[src/sv/rcu_pkg.sv]
package rcu_pkg;

  localparam int ValueW = 32;
  localparam int RankW  = 6;
  localparam int CountW = RankW + 1;

  typedef struct packed {
    logic [CountW-1:0] count;
    logic              overflow;
  } job_t;

  typedef enum logic [4:0] {
    BackIdle  = 5'b00001,
    BackKey   = 5'b00010,
    BackLoad  = 5'b00100,
    BackSweep = 5'b01000,
    BackEmit  = 5'b10000
  } back_state_e;

endpackage

[src/sv/rcu_ram.sv]
module rcu_ram #(
  parameter int Width = 32,
  parameter int Depth = 128
) (
  input  logic                     clk_i,
  input  logic                     we_i,
  input  logic [$clog2(Depth)-1:0] waddr_i,
  input  logic [Width-1:0]         wdata_i,
  input  logic [$clog2(Depth)-1:0] raddr_i,
  output logic [Width-1:0]         rdata_o
);

  logic [Width-1:0] mem_q [Depth];
  logic [Width-1:0] rdata_q;

  always_ff @(posedge clk_i) begin
    if (we_i) begin
      mem_q[waddr_i] <= wdata_i;
    end
    rdata_q <= mem_q[raddr_i];
  end

  assign rdata_o = rdata_q;

endmodule

[src/sv/rcu_front.sv]
module rcu_front #(
  parameter int MAX_ITEMS = 64
) (
  input  logic                                 clk_i,
  input  logic                                 rst_ni,
  input  logic                                 start_i,
  input  logic signed [rcu_pkg::ValueW-1:0]    sample_value_i,
  input  logic                                 is_last_i,
  input  logic                                 done_i,
  output logic                                 busy_o,
  output logic                                 we_o,
  output logic [$clog2(MAX_ITEMS):0]           waddr_o,
  output logic [rcu_pkg::ValueW-1:0]           wdata_o,
  output logic                                 push_o,
  output rcu_pkg::job_t                        job_o
);
  import rcu_pkg::*;

  localparam int IdxW = $clog2(MAX_ITEMS);
  localparam int CntW = $clog2(MAX_ITEMS + 1);

  logic [CntW-1:0] count_q, count_d, count_next;
  logic            ovf_q, ovf_d;
  logic            bank_q, bank_d;
  logic [1:0]      pend_q, pend_d;
  logic            accept, room;

  assign busy_o     = (pend_q == 2'd2);
  assign accept     = start_i && !busy_o;
  assign room       = (count_q < CntW'(MAX_ITEMS));
  assign count_next = room ? count_q + CntW'(1) : count_q;

  assign we_o    = accept && room;
  assign waddr_o = {bank_q, count_q[IdxW-1:0]};
  assign wdata_o = sample_value_i;

  assign push_o         = accept && is_last_i;
  assign job_o.count    = CountW'(count_next);
  assign job_o.overflow = ovf_q || !room;

  always_comb begin
    count_d = count_q;
    ovf_d   = ovf_q;
    bank_d  = bank_q;
    if (accept) begin
      if (is_last_i) begin
        count_d = '0;
        ovf_d   = 1'b0;
        bank_d  = !bank_q;
      end else begin
        count_d = count_next;
        ovf_d   = ovf_q || !room;
      end
    end
    pend_d = pend_q + 2'(push_o) - 2'(done_i);
  end

  always_ff @(posedge clk_i or negedge rst_ni) begin
    if (!rst_ni) begin
      count_q <= '0;
      ovf_q   <= 1'b0;
      bank_q  <= 1'b0;
      pend_q  <= '0;
    end else begin
      count_q <= count_d;
      ovf_q   <= ovf_d;
      bank_q  <= bank_d;
      pend_q  <= pend_d;
    end
  end

endmodule

[src/sv/rcu_job_fifo.sv]
module rcu_job_fifo (
  input  logic          clk_i,
  input  logic          rst_ni,
  input  logic          push_i,
  input  rcu_pkg::job_t job_i,
  input  logic          pop_i,
  output logic          empty_o,
  output rcu_pkg::job_t job_o
);
  import rcu_pkg::*;

  job_t       entry_q [2];
  logic       wr_ptr_q, rd_ptr_q;
  logic [1:0] level_q;

  assign empty_o = (level_q == 2'd0);
  assign job_o   = entry_q[rd_ptr_q];

  always_ff @(posedge clk_i) begin
    if (push_i) begin
      entry_q[wr_ptr_q] <= job_i;
    end
  end

  always_ff @(posedge clk_i or negedge rst_ni) begin
    if (!rst_ni) begin
      wr_ptr_q <= 1'b0;
      rd_ptr_q <= 1'b0;
      level_q  <= '0;
    end else begin
      if (push_i) begin
        wr_ptr_q <= !wr_ptr_q;
      end
      if (pop_i) begin
        rd_ptr_q <= !rd_ptr_q;
      end
      level_q <= level_q + 2'(push_i) - 2'(pop_i);
    end
  end

endmodule

[src/sv/rcu_back.sv]
module rcu_back #(
  parameter int MAX_ITEMS = 64
) (
  input  logic                          clk_i,
  input  logic                          rst_ni,
  input  logic                          empty_i,
  input  rcu_pkg::job_t                 job_i,
  output logic                          pop_o,
  output logic                          done_o,
  output logic [$clog2(MAX_ITEMS):0]    raddr_o,
  input  logic [rcu_pkg::ValueW-1:0]    rdata_i,
  output logic                          result_valid_o,
  output logic [rcu_pkg::RankW-1:0]     rank_o,
  output logic                          last_rank_o,
  output logic                          overflow_o
);
  import rcu_pkg::*;

  localparam int IdxW = $clog2(MAX_ITEMS);

  back_state_e              state_q, state_d;
  logic                     bank_q, bank_d;
  logic [CountW-1:0]        n_q, n_d;
  logic                     ovf_q, ovf_d;
  logic [CountW-1:0]        k_q, k_d;
  logic [CountW-1:0]        j_q, j_d;
  logic [CountW-1:0]        cnt_q, cnt_d;
  logic signed [ValueW-1:0] key_q, key_d;
  logic                     lt, is_last;

  assign lt      = $signed(rdata_i) < key_q;
  assign is_last = (k_q + CountW'(1) == n_q);

  always_comb begin
    state_d = state_q;
    bank_d  = bank_q;
    n_d     = n_q;
    ovf_d   = ovf_q;
    k_d     = k_q;
    j_d     = j_q;
    cnt_d   = cnt_q;
    key_d   = key_q;
    pop_o   = 1'b0;
    done_o  = 1'b0;
    raddr_o = {bank_q, k_q[IdxW-1:0]};
    case (state_q)
      BackIdle: begin
        if (!empty_i) begin
          pop_o   = 1'b1;
          n_d     = job_i.count;
          ovf_d   = job_i.overflow;
          k_d     = '0;
          state_d = BackKey;
        end
      end
      BackKey: begin
        state_d = BackLoad;
      end
      BackLoad: begin
        key_d   = $signed(rdata_i);
        raddr_o = {bank_q, IdxW'(0)};
        j_d     = CountW'(1);
        cnt_d   = '0;
        state_d = BackSweep;
      end
      BackSweep: begin
        raddr_o = {bank_q, j_q[IdxW-1:0]};
        cnt_d   = cnt_q + CountW'(lt);
        if (j_q == n_q) begin
          state_d = BackEmit;
        end else begin
          j_d = j_q + CountW'(1);
        end
      end
      BackEmit: begin
        k_d = k_q + CountW'(1);
        if (is_last) begin
          done_o  = 1'b1;
          bank_d  = !bank_q;
          state_d = BackIdle;
        end else begin
          state_d = BackKey;
        end
      end
      default: begin
        state_d = BackIdle;
      end
    endcase
  end

  always_ff @(posedge clk_i or negedge rst_ni) begin
    if (!rst_ni) begin
      state_q <= BackIdle;
      bank_q  <= 1'b0;
    end else begin
      state_q <= state_d;
      bank_q  <= bank_d;
    end
  end

  always_ff @(posedge clk_i) begin
    n_q   <= n_d;
    ovf_q <= ovf_d;
    k_q   <= k_d;
    j_q   <= j_d;
    cnt_q <= cnt_d;
    key_q <= key_d;
  end

  assign result_valid_o = (state_q == BackEmit);
  assign rank_o         = cnt_q[RankW-1:0];
  assign last_rank_o    = is_last;
  assign overflow_o     = ovf_q;

endmodule

[src/sv/rank_compaction_unit.sv]
// Rank compaction: load a sequence of signed values, one beat per cycle while
// busy_o is low, the final one marked by is_last_i. Afterwards the ranks (count
// of strictly smaller values) come out in load order, one beat per strobe on
// result_valid_o; the receiver cannot stall, so every strobe must be taken.
// Values beyond MAX_ITEMS are dropped and flagged on overflow_o. Each rank
// comes from one read port sweeping the stored values once per rank: a key
// read, a key load, a compare per stored value, then the result strobe. The
// store has two banks, so a new sequence loads while the previous one is
// ranked; busy_o is high while both banks hold sequences waiting for or
// under ranking.
module rank_compaction_unit #(
  parameter int MAX_ITEMS = 64
) (
  input  logic                              clk_i,
  input  logic                              rst_ni,
  input  logic                              start_i,
  output logic                              busy_o,
  input  logic signed [rcu_pkg::ValueW-1:0] sample_value_i,
  input  logic                              is_last_i,
  output logic                              result_valid_o,
  output logic [rcu_pkg::RankW-1:0]         rank_o,
  output logic                              last_rank_o,
  output logic                              overflow_o
);
  import rcu_pkg::*;

  localparam int AddrW    = $clog2(MAX_ITEMS) + 1;
  localparam int RamDepth = 2 ** AddrW;

  logic              we, push, pop, empty, done;
  logic [AddrW-1:0]  waddr, raddr;
  logic [ValueW-1:0] wdata, rdata;
  job_t              job_in, job_out;

  rcu_front #(.MAX_ITEMS(MAX_ITEMS)) u_front (
    .clk_i,
    .rst_ni,
    .start_i,
    .sample_value_i,
    .is_last_i,
    .done_i  (done),
    .busy_o,
    .we_o    (we),
    .waddr_o (waddr),
    .wdata_o (wdata),
    .push_o  (push),
    .job_o   (job_in)
  );

  rcu_ram #(.Width(ValueW), .Depth(RamDepth)) u_ram (
    .clk_i,
    .we_i    (we),
    .waddr_i (waddr),
    .wdata_i (wdata),
    .raddr_i (raddr),
    .rdata_o (rdata)
  );

  rcu_job_fifo u_fifo (
    .clk_i,
    .rst_ni,
    .push_i  (push),
    .job_i   (job_in),
    .pop_i   (pop),
    .empty_o (empty),
    .job_o   (job_out)
  );

  rcu_back #(.MAX_ITEMS(MAX_ITEMS)) u_back (
    .clk_i,
    .rst_ni,
    .empty_i (empty),
    .job_i   (job_out),
    .pop_o   (pop),
    .done_o  (done),
    .raddr_o (raddr),
    .rdata_i (rdata),
    .result_valid_o,
    .rank_o,
    .last_rank_o,
    .overflow_o
  );

endmodule

[config.mk]
export PLATFORM = sky130hd
export DESIGN_NAME = rank_compaction_unit
export DESIGN_NICKNAME = d
export VERILOG_FILES = /design/src/sv/rcu_pkg.sv /design/src/sv/rcu_ram.sv /design/src/sv/rcu_front.sv /design/src/sv/rcu_job_fifo.sv /design/src/sv/rcu_back.sv /design/src/sv/rank_compaction_unit.sv
export SDC_FILE = /design/constraint.sdc
export NUM_CORES = 2
export LEC_CHECK = 0
export BUFFER_PORTS_ARGS = -buffer_cell sky130_fd_sc_hd__clkbuf_2
export CAP_MARGIN = 15
export CORE_MARGIN = 10
export CORE_UTILIZATION = 54
export DETAILED_ROUTE_END_ITERATION = 16
export PLACE_DENSITY = 0.69
export SYNTH_ARGS = -nofsm -noshare
export SYNTH_HDL_FRONTEND = slang
export SYNTH_HIERARCHICAL = 1
export SYNTH_MEMORY_MAX_BITS = 65536
export SYNTH_SLANG_ARGS = --single-unit
export TNS_END_PERCENT = 20
[constraint.sdc]
create_clock -name clk_i -period 11.49 [get_ports clk_i]
set_input_delay 1.149 -clock clk_i [delete_from_list [all_inputs] [get_ports clk_i]]
set_output_delay 1.149 -clock clk_i [all_outputs]
set_load 0.1 [all_outputs]
# Word-level counts from Yosys, hierarchy flattened
# Memories as Yosys holds them, arrays and structs flattened. A register that Yosys moved wholly into a read port is not among the register bits.
# Cells that the tools add are included.
[totals]
ramBits = 4112
n_memories = 2
inputBits = 36
reg_bits = 74
out_inout_bits = 10
word_cells = 77
[op_classes]
add_sub_neg = 8
bitwise = 1
n_lt_le_gt_ge = 2
eq_ne = 11
n_reduce_logical = 19
mux = 21
[mem_list]
columns = ["name", "words", "word_bits", "read_ports", "rd_ports_with_merged_regs", "wr", "line_no", "source"]
rows = [
  ["u_ram.mem_q", 128, 32, 1, 1, 1, "rcu_ram.sv:13", "logic [Width-1:0] mem_q [Depth];"],
  ["u_fifo.entry_q", 2, 8, 1, 1, 1, "rcu_job_fifo.sv:12", "job_t entry_q [2];"],
]
[op_table]
columns = ["cell", "count"]
rows = [
  ["case mux 7 bit (2 select lines)", 3],
  ["< comparator 32 bit", 1],
  ["two-way mux 7 bit", 4],
  ["case mux 5 bit (5 select lines)", 1],
  ["adder 7 x 1 -> 7 bit (second input constant)", 3],
  ["equality test 7 bit", 2],
  ["case mux 6 bit (2 select lines)", 1],
  ["AND reduction 2 bit", 6],
  ["two-way mux 5 bit", 2],
  ["two-way mux 1 bit", 9],
  ["adder 7 x 1 -> 7 bit", 1],
  ["< comparator 7 bit (second input constant)", 1],
  ["zero test 1 bit", 6],
  ["equality test 5 x 1 -> 1 bit (second input constant)", 1],
  ["equality test 5 x 2 -> 1 bit (second input constant)", 1],
  ["equality test 5 x 3 -> 1 bit (second input constant)", 1],
  ["equality test 5 x 4 -> 1 bit (second input constant)", 1],
  ["equality test 5 bit (second input constant)", 1],
  ["adder 2 x 1 -> 2 bit", 2],
  ["!= test 2 bit (second input constant)", 2],
  ["nonzero test 2 bit", 2],
  ["subtractor 2 x 1 -> 2 bit", 2],
  ["logical AND 1 bit", 3],
  ["equality test 2 bit (second input constant)", 1],
  ["other kinds (5)", 5],
]

# Logic depth before layout (Yosys ltp)
[logic_depth]
ltp_word = 6
mapped_depth = 13

# Modules after synthesis
# Netlist, hierarchy kept.
[modules_own_cells]
columns = ["module", "n_inst", "area_each_um2", "cells_per_inst"]
rows = [
  ["rcu_ram", 1, 156276.1, 5990],
  ["rcu_back", 1, 3570.9, 287],
  ["rcu_front", 1, 947.2, 99],
  ["rcu_job_fifo", 1, 802.0, 39],
]

# Worst setup path after synthesis
# No wires, ideal clock.
[synth_path]
kind = "reg2reg"
startpoint = "register u_back.state_q[1]"
endpoint = "register u_ram.rdata_q[10], in the netlist u_ram/rdata_o[10] (read register of u_ram.mem_q)"
setup_time_ns = 0.121
period_less_slack_ns = 5.072
stages_incl_launch_ff = 13
path_buffers = 4
setup_slack_ns = 6.418
arrival_ns = 4.952
cell_sequence = "dfrtp_1 -> or3_4 -> nor3b_2 -> nor2_1 -> a22o_1 -> clkbuf_1 -> buf_2 -> clkbuf_1 -> buf_1 -> mux4_2 -> mux4_2 -> mux4_2 -> mux2_2"
[synth_between]
elab_chain_len = 2
word_cells_on_any_way = 3
cone_classes = "eq/ne (2); mux (1)"
[synth_lines]
columns = ["item", "line_no", "source"]
rows = [
  ["from (decl)", "rcu_back.sv:21", "back_state_e state_q, state_d;"],
  ["from (signal assigned)", "rcu_back.sv:93", "state_q <= BackIdle;"],
  ["from (signal assigned)", "rcu_back.sv:96", "state_q <= state_d;"],
  ["equality test 5 x 4 -> 1 bit or equality test 5 x 3 -> 1 bit (tied branches)", "rcu_back.sv:46", "case (state_q)"],
  ["case mux 6 bit (2 select lines) *", "rcu_back.sv:46", ""],
  ["named net raddr[2]", "rank_compaction_unit.sv:31", "logic [AddrW-1:0] waddr, raddr;"],
  ["to (decl)", "rcu_ram.sv:14", "logic [Width-1:0] rdata_q;"],
]
# Mark *: on every way through the listed nets, which the timed path passes. The rest lies on a longest branch.
# A chain may end at the register's enable or synchronous reset.

# Final worst setup path
[layout_path]
startpoint = "register u_back.state_q[0]"
endpoint = "register u_ram.rdata_q[17], in the netlist u_ram/rdata_o[17] (read register of u_ram.mem_q)"
# Same word-level chain as after synthesis.

==> reports/metrics.cfg <==
[floorplan]
coreArea_um2 = 297000
rows = 200
start_util_pct = 54.4
die-height_um = 567
io_pins = 46
die_w_um = 567
dieArea_um2 = 322000

[grt]
use_met1_pct = 35.9
grt_max_degree = 144
grt_pass1_vias = 74500
met3_usage_pct = 7.34
grt_antenna_before_repair = 28
top_usage_layer = met2
grt_use_total_pct = 25.1
grt_pass1_wl_um = 576000
grt_overflow = 0
use_met2_pct = 38.2

[detailed_routing]
vias = 74000
post_drt_wl_per_cell_um = 37.0
drt_iter0_drc = 10400
ant_nets = 0
firstDrtPassIters = 5
via_per_inst = 6.70
post-route-drc-count = 0
wirelength_um = 408000

[worst_setup_path]
r2r_cells = 12
path_max_fanout = 100
crit_arrival_ns = 7.08
crit_type = reg -> reg
startpoint = u_back/state_q[0]
reg2reg_from = u_back/state_q[0]
startpoint_type = flip-flop
required_ns = 12.34
cp-end-kind = flip-flop

[cells_and_area]
design_area_um2 = 182000
area_growth_pct = 12.5
drive_above_1_share_pct = 34.0
final.fill_count = 19500
post-route-util_pct = 61.2
fin_nets = 6803

[cts]
htree_levels = 5
cts_made_buffers = 414
cts_tree = yes
cts_hold_buf = 0
clock-sinks = 4225
insertion_delay_ns = 1.00
clk_pin_slew_ns = 0.06
cts-resized-gates = 0
cts_setup_buffers = 0
root_buffer = clkbuf_16
cts_buffer_depth = 4

[sta]
max_freq_mhz = 161
tightest_slew_ns = 1.26
finClkSkew_ns = 0.0467
drv_slew = 0
period_share_pct = 54.2
fin_crit_ns = 6.22
hold_violations = 0
maxSlewHeadroom_pct = 15.9
rsz0062_at_grt = no
setup_viol_count_final = 0
finalSetupTns_ns = 0

[pwr]
total_power_w = 0.0434
pwr-share-clk_pct = 31.4
p_sw_share_pct = 29.2
ir_drop_v = 0.000226
leakage_nw = 55.7
p_sw_w = 0.0127
p_int_w = 0.0307
power_frac_seq_pct = 40.4
power-per-cell-area_nw_per_um2 = 239
power_frac_comb_pct = 28.2

[synthesis]
synth_common_cells = edfxtp_1, mux4_2, clkbuf_1
synth_top_area_share_pct = 77.5
syn_area_per_cell_um2 = 25.2
async_flop_share_pct = 0.497
yosysMostFrequentCell = edfxtp_1
synth_area_leaders = edfxtp_1, mux4_2, clkbuf_1
synth-main-ff-cell = edfxtp_1
synth_cells = 6415
synth_edf_count = 4172
synthesis.area_um2 = 162000
yosys_warnings = 6
yosysSeqAreaShare_pct = 78.2
yosys_register_bits = 4225
synth_nets = 6491
ys_types = 67
synth_area_leader_cell = edfxtp_1

[min_path]
hold_class = in -> async

[placed_design]
dp_hpwl_um = 209000
dpl_cell_area_um2 = 168000
place_congestion = 0.817
portBuffers = 45

[run_status]
status = finished clean

[job]
drv_cap = 0

## kinds of logic (layout without fill, tap and decap cells)
| family | count (synthesis) | count (layout) | synth area share [%] |
|---|---|---|---|
| other | 0 | 20 | 0 |
| multiplexers | 1385 | 1385 | 19.0 |
| adder cells (fa/ha/maj) | 40 | 40 | 0.310 |
| XOR/XNOR | 40 | 40 | 0.269 |
| AO/OA/AOI/OAI | 43 | 43 | 0.191 |
| buffers and inverters | 405 | 1069 | 1.13 |
| AND/OR/NAND/NOR | 277 | 277 | 0.813 |
| flip-flops | 4225 | 4225 | 78.2 |
## cell usage in the layout (no fill, tap or decap), types with 9 or more instances in the layout
cell	n
mux2_2	33
clkbuf_2	13
nor2_4	119
a21oi_1	11
nor2b_1	9
inv_1	42
diode_2	20
nand3_1	20
buf_12	15
clkinv_1	94
dfxtp_1	32
nand2_1	33
clkinv_2	71
clkinv_16	10
mux4_2	1344
edfxtp_1	4172
nor3_2	10
clkinvlp_4	22
nor2_1	29
buf_4	229
dfrtp_1	19
bufinv_16	48
clkbuf_8	9
clkbuf_1	75
xor2_1	11
ha_1	40
xnor2_1	23
clkbuf_16	419
## final cells by class
| cell class | count | area (µm²) | share of cell area, % |
|---|---|---|---|
| sequential | 4225 | 126000 | 69.6 |
| multi-input combinational | 1785 | 34300 | 18.9 |
| clock buffer | 503 | 10900 | 5.99 |
| tap | 3939 | 4930 | 2.71 |
| clock inverter | 265 | 2860 | 1.57 |
| timing repair buffer | 258 | 2110 | 1.16 |
| inverter | 43 | 161 | 0.0888 |
| antenna | 20 | 50.0 | 0.0275 |
## worst paths after layout
kind	end	slack [ns]
worst max-delay path	u_ram/rdata_o[17]	5.27
worst min-delay path	u_fifo/rd_ptr_q	0.14
worst max register to register	u_ram/rdata_o[17]	5.27
worst min register to register	u_back/key_q[27]	0.45
max in group asynchronous	u_back/bank_q	10.94
min in group clk_i	u_back/key_q[27]	0.45
## critical path, cell delays in order (launching register included)
cell     delay, ns
dfstp_2       0.56
or3_4         0.15
nor3b_4       0.05
buf_4         0.27
nor2_1        0.47
nand2_1       0.17
nand2_4       0.53
buf_12        0.58
buf_12        0.65
mux4_2        0.60
mux4_2        0.57
mux4_2        0.69
mux2_2        0.33
## per-stage QoR
step | hold WS [ns] | setup slack (ns) | std cells
detailed placement | 0.433 | 5.24 | 10200
floorplan | 0.400 | 6.42 | 6415
global route | 0.173 | 4.90 | 11000
CTS | 0.119 | 5.18 | 11000
global placement | 0.422 | 5.20 | 10200
finish | 0.138 | 5.27 | 11000
## flip-flops by register name, summed over array words and instances, names as in the netlist
signal             flops
u_back/cnt_q           6
u_back/overflow_o      1
u_ram/rdata_o         32
u_front/pend_q         2
u_front/bank_q         1
u_back/state_q         5
u_front/count_q        7
u_back/j_q             7
u_fifo/wr_ptr_q        1
u_front/ovf_q          1
u_ram/mem_q         4096
u_back/bank_q          1
u_fifo/level_q         2
u_fifo/entry_q        16
u_back/n_q             7
u_back/key_q          32
u_fifo/rd_ptr_q        1
u_back/k_q             7
## routing by layer
metal | share of wire [%] | up-vias
met4 | 3.2 | 20
met1 | 37 | 40300
met2 | 47 | 4561
met3 | 13 | 647
li1 | - | 28500
met5 | 0.049 | -
## power groups by stage
stage | clock network (W) | logic [W] | registers, W
6_report | 0.0136 | 0.0122 | 0.0175
5_1_grt | 0.0144 | 0.0128 | 0.0175
4_1_cts | 0.0138 | 0.0122 | 0.0175
3_5_place_dp | 0 | 0.0122 | 0.0179
3_3_place_gp | 0 | 0.0121 | 0.0178
2_1_floorplan | 0 | 0.00810 | 0.0177
(Power assumes the default switching activity.)
